==> src/hdl/lzw_pkg.sv <==
package lzw_pkg;

  localparam int unsigned DictEntries = 4096;
  localparam int unsigned CodeW = 12;
  localparam int unsigned Slots = 4096;
  localparam int unsigned SlotW = 12;
  localparam int unsigned QueueDepth = 2;
  localparam logic [CodeW-1:0] EndCode = 12'h100;
  localparam logic [CodeW:0] FirstCode = 13'h101;
  localparam logic [CodeW:0] DictLimit = 13'(DictEntries);

  localparam logic KindData = 1'b0;
  localparam logic KindEnd = 1'b1;

  typedef struct packed {
    logic       kind;
    logic [7:0] data_byte;
  } in_item_t;

  typedef struct packed {
    logic [15:0] code_word;
    logic        last;
  } out_item_t;

  typedef enum logic [3:0] {
    StIdle,
    StProbeRead,
    StProbeWait,
    StProbeCheck,
    StEntryWait,
    StEntryCheck,
    StInsert,
    StEmitPrefix,
    StEmitEnd,
    StClear
  } be_state_e;

endpackage

==> src/hdl/lzw_if.sv <==
interface lzw_in_if;
  logic                  valid;
  logic                  ready;
  lzw_pkg::in_item_t     payload;
  modport source (output valid, output payload, input ready);
  modport sink (input valid, input payload, output ready);
endinterface


==> src/hdl/lzw_front.sv <==
// Input queue: takes transactions and hands them to the back end in order.
module lzw_front (
  input  logic                clk_i,
  input  logic                rst_ni,
  lzw_in_if.sink              in_i,
  output logic                item_valid_o,
  output lzw_pkg::in_item_t   item_o,
  input  logic                item_pop_i
);
  lzw_pkg::in_item_t buf_q [lzw_pkg::QueueDepth];
  logic       wptr_q, wptr_d, rptr_q, rptr_d;
  logic [1:0] cnt_q, cnt_d;
  logic       push;

  assign in_i.ready   = (cnt_q != 2'(lzw_pkg::QueueDepth));
  assign push         = in_i.valid && in_i.ready;
  assign item_valid_o = (cnt_q != 2'd0);
  assign item_o       = buf_q[rptr_q];

  always_comb begin
    wptr_d = wptr_q + 1'(push);
    rptr_d = rptr_q + 1'(item_pop_i);
    cnt_d  = cnt_q + 2'(push) - 2'(item_pop_i);
  end

  always_ff @(posedge clk_i or negedge rst_ni) begin
    if (!rst_ni) begin
      wptr_q <= 1'b0;
      rptr_q <= 1'b0;
      cnt_q  <= 2'd0;
    end else begin
      wptr_q <= wptr_d;
      rptr_q <= rptr_d;
      cnt_q  <= cnt_d;
    end
  end

  always_ff @(posedge clk_i) begin
    if (push) begin
      buf_q[wptr_q] <= in_i.payload;
    end
  end

  a_no_pop_empty: assert property (@(posedge clk_i) disable iff (!rst_ni)
    item_pop_i |-> item_valid_o) else $error("pop from empty queue");
  a_cnt_bound: assert property (@(posedge clk_i) disable iff (!rst_ni)
    cnt_q <= 2'(lzw_pkg::QueueDepth)) else $error("queue count overflow");
  a_cnt_track: assert property (@(posedge clk_i) disable iff (!rst_ni)
    (push && !item_pop_i) |=> cnt_q == $past(cnt_q) + 2'd1)
    else $error("queue count lost a push");
endmodule

==> src/flat_wrapper.sv <==
// flat-port wrapper written by rule: the top's interface ports become plain ports
module lzw_front_flat 
  (clk_i, rst_ni, item_valid_o, item_o, item_pop_i, in_i_valid, in_i_payload, in_i_ready);
  lzw_in_if in_i_i ();
  input  logic clk_i;
  input  logic rst_ni;
  output logic item_valid_o;
  output lzw_pkg::in_item_t item_o;
  input  logic item_pop_i;
  input wire logic [$bits(in_i_i.valid)-1:0] in_i_valid;
  input wire logic [$bits(in_i_i.payload)-1:0] in_i_payload;
  output wire logic [$bits(in_i_i.ready)-1:0] in_i_ready;
  assign in_i_i.valid = in_i_valid;
  assign in_i_i.payload = in_i_payload;
  assign in_i_ready = in_i_i.ready;
  lzw_front u_core (.clk_i(clk_i), .rst_ni(rst_ni), .in_i(in_i_i), .item_valid_o(item_valid_o), .item_o(item_o), .item_pop_i(item_pop_i));
endmodule
==> config.mk <==
export PLATFORM = sky130hd
export DESIGN_NAME = lzw_front_flat
export DESIGN_NICKNAME = d
export VERILOG_FILES = /design/src/hdl/lzw_pkg.sv /design/src/hdl/lzw_if.sv /design/src/hdl/lzw_front.sv /design/src/flat_wrapper.sv
export SDC_FILE = /design/constraint.sdc
export NUM_CORES = 1
export LEC_CHECK = 0
export BUFFER_PORTS_ARGS = -buffer_cell sky130_fd_sc_hd__buf_4
export CORE_MARGIN = 10
export CORE_UTILIZATION = 49
export DETAILED_ROUTE_END_ITERATION = 6
export PLACE_DENSITY = 0.82
export SLEW_MARGIN = 10
export SYNTH_ARGS = -nofsm -noshare
export SYNTH_HDL_FRONTEND = slang
export SYNTH_SLANG_ARGS = --single-unit
==> constraint.sdc <==
create_clock -name clk_i -period 1.7 [get_ports clk_i]
set_input_delay 0.51 -clock clk_i [delete_from_list [all_inputs] [get_ports clk_i]]
set_output_delay 0.51 -clock clk_i [all_outputs]
set_load 0.03 [all_outputs]
# Word level (Yosys, flattened, before mapping)
# Memory sizes are Yosys's and may differ from the RTL's.
# Index checks and enable logic that the tools add are counted.
# classes
n_addsub,4
muxes,2
reduce_logical,2
n_eq_ne,1
# op_table
op,count
1-bit adder,2
2-bit by 1-bit adder with 2-bit output,1
1-bit two-way mux,2
2-bit != test (second input constant),1
2-bit nonzero test,1
2-bit by 1-bit subtractor with 2-bit output,1
1-bit logical AND,1
# totals
reg_bits,4
output_inout_bits,11
wordCells,13
n_memories,1
ramBits,18
# mem_list
name,depth,width,read_ports,rd_clocked_by_memory_dff,wr,line_no,rtl
u_core.buf_q,2,9,1,0,1,lzw_front.sv:10,lzw_pkg::in_item_t buf_q [lzw_pkg::QueueDepth];

# Depth between registers and ports, before layout
# depth
word_depth,4
ltp_mapped,5
ltp_nobuf,5

# Worst setup path before layout
# OpenSTA, ideal clock, no wires.
# synth_path
kind,register to output
from,register u_core.rptr_q
to,output item_o[2] (netlist name)
setup_slack_ns,0.249
t_required_ns,1.190
stages_incl_launch_ff,3
t_arrival_ns,0.941
path_cell_list,dfrtp_1 buf_4 mux2_1
# synth_rtl
element,line_no,rtl
from (decl),lzw_front.sv:11,"logic wptr_q, wptr_d, rptr_q, rptr_d;"
from (signal assigned),lzw_front.sv:33,rptr_q <= rptr_d;
to (decl),flat_wrapper.sv:8,output lzw_pkg::in_item_t item_o;

==> qor.txt <==
Hold Violations, Final - 0
Core Box Area - 0.001708 sq mm
mean area per synthesized cell - 18.61 sq um
syn_nets - 62
Vias/cell - 4.755
max-cap violation count - 0
CTS clk-pin slew, worst paths - 0.11 ns
gr ovfl total - 0
# diodes - 0
final worst-path cycle share - 106.3%
buffers added on ports - 23
Setup crit start kind - register
Fin Setup TNS - -0.9053 ns
unrepaired setup endpoints after global routing - yes
most frequent cells in the layout - edfxtp_1 (18), buf_4 (15), buf_6 (12)
area of the multi-input gates - 244.0 sq um
filler instances - 127
Critical Path RT - 1.19 ns
WL per Instance - 15.81 um
static leakage - 0.5145 nW
Worst Setup End Kind - output port
Worst Hold Path EP - u_core.buf_q[0][4]
commonest non-fill, non-tap cell in the layout - edfxtp_1
Yosys warnings - 0
Distinct cells, synth - 16
final worst path period need - 1.807 ns
post-route worst setup slack - -0.1074 ns
routability cong. - 0.6773
reg-to-reg slack, setup - 0.13 ns
dpl hpwl - 1166 um
crit path DAT - 1.30 ns
Max Clock Skew - 0.002806 ns
Worst Path Class, Setup - reg2out
Skew-Pair Late Insertion Delay - 0.29 ns
violated checks - setup timing
Slew HR - 69.33%
initial antenna violation count - 0
iteration count of the initial detailed-routing pass - 4
CTS root buffer - clkbuf_4
full die area - 0.003874 sq mm
Cells after Synth - 47
nets - 94
# rows - 15
Final Core Density - 70.77%
share of the synthesized area in the top cell type - 61.80%
dpl ws - 0.05734 ns
area of the mapped netlist - 874.6 sq um
pin count of the biggest net entering global routing - 12
first-pass GRT wire length - 2684 um
clk sinks - 22
cts bufs inserted - 3
IO Pins - 24
H-tree levels - 1
Hold WC Path Type - in2reg
R2R depth - 4
Yosys reg bits - 22
fin. max-slew vios - 0
ANT nets after route - 0
leading area contributor after synthesis - edfxtp_1
P&R area growth vs syn - 38.20%
vias post-DR - 485
status - complete, but fails checks
crit-path max FO - 5
die height - 62.25 um
setup violators final - 9
register area share after synthesis - 73.25%
Tot GR Track Use - 8.704%
drc violations - 0
drt initial violations - 7
Tot Pwr - 2.175 mW
Initial Util - 51.21%
CTS tree - yes
register area - 641.9 sq um
vias in the first global route - 587
Worst Hold Depth - 1
ranking of synthesized cells by area - edfxtp_1 (62%), dfrtp_1 (11%), mux2_1 (9.0%)
DIE WIDTH - 62.25 um
Tightest Pin Transition - 0.4601 ns
clk buf depth - 2
total routed wirelength - 1613 um
PD cells - 1800 mW/mm^2
Max Freq - 0.5533 GHz
layout cells sized above 1 - 57.14%
RR Startpoint - u_core.cnt_q[1]
maximum VDD drop - 1036 uV
r2r endpoint - u_core.buf_q[0][8]
min-delay src - in_i_payload[4]
==> Yosys cell counts, drive strengths merged <==
cell,number
edfxtp,18
mux2,9
dfrtp,4
inv,3
ha,2
xnor2,2
and2,1
and3,1
buf,1
mux2i,1
nand2,1
nand2b,1
nor2b,1
or2,1
xor2,1
==> worst max path at each step <==
stage / startpoint / slack [ns] / cells after the start / to
6_report: u_core.rptr_q / -0.11 / 3 / item_o[0]
5_1_grt: u_core.rptr_q / -0.16 / 3 / item_o[0]
4_1_cts: u_core.rptr_q / -0.11 / 3 / item_o[3]
3_5_place_dp: u_core.rptr_q / 0.06 / 2 / item_o[1]
3_3_place_gp: u_core.rptr_q / 0.07 / 2 / item_o[0]
2_1_floorplan: u_core.rptr_q / 0.25 / 2 / item_o[2]
==> cell type report <==
cell class	instances	share of cell area [%]
Multi-Input combinational cell	21	20.19
Sequential cell	22	53.11
Tap cell	25	2.588
Inverter	3	0.9317
Timing Repair Buffer	28	21.33
Clock buffer	3	1.863
==> power by group <==
group	switching [mW]	total [mW]	leakage (nW)	internal [mW]
logic	0.569	1.15	0.288	0.576
registers	0.0586	0.811	0.212	0.753
clock network	0.136	0.218	0.0138	0.0823
==> flip-flops by register name, indices dropped and copies added, names as in the netlist <==
register,flops
u_core.cnt_q,2
u_core.buf_q,18
u_core.wptr_q,1
u_core.rptr_q,1
==> kinds of logic (layout without fill, tap and decap cells) <==
group / after synthesis / in the layout / share of synthesized area [%]
flops: 22 / 22 / 73.25
fa+ha+maj: 2 / 2 / 2.861
simple gates: 6 / 6 / 6.009
mux: 10 / 10 / 12.73
buf+inv: 4 / 34 / 2.146
xor+xnor: 3 / 3 / 3.005
==> repair_timing <==
item,CTS,global route
hold buffers,1,0
endpoints found under the hold margin,4,0
resized for setup,21,2
setup endpoints to repair,10,10
buffers inserted,4,0
gates cloned,0,0
==> critical path, stage by stage (launching register included) <==
cell	delay [ns]
dfrtp_2	0.39
buf_6	0.13
mux2_2	0.35
buf_6	0.14
==> metal layers <==
layer	part of all wire (%)	vias up	global-route usage [%]
met4	0.74	0	3.429
met5	0	-	0
met3	5.1	2	3.047
li1	-	231	-
met1	39	236	7.979
met2	55	16	16.79
==> per-stage QoR <==
stage,hold slack [ns],area [sq um],std cells
finish,0.3966,1209,102
floorplan,0.2144,874.6,47
global placement,0.3104,1071,94
global route,0.3712,1209,102
detailed placement,0.3132,1071,94
CTS,0.3882,1202,102
(Power assumes the default switching activity.)
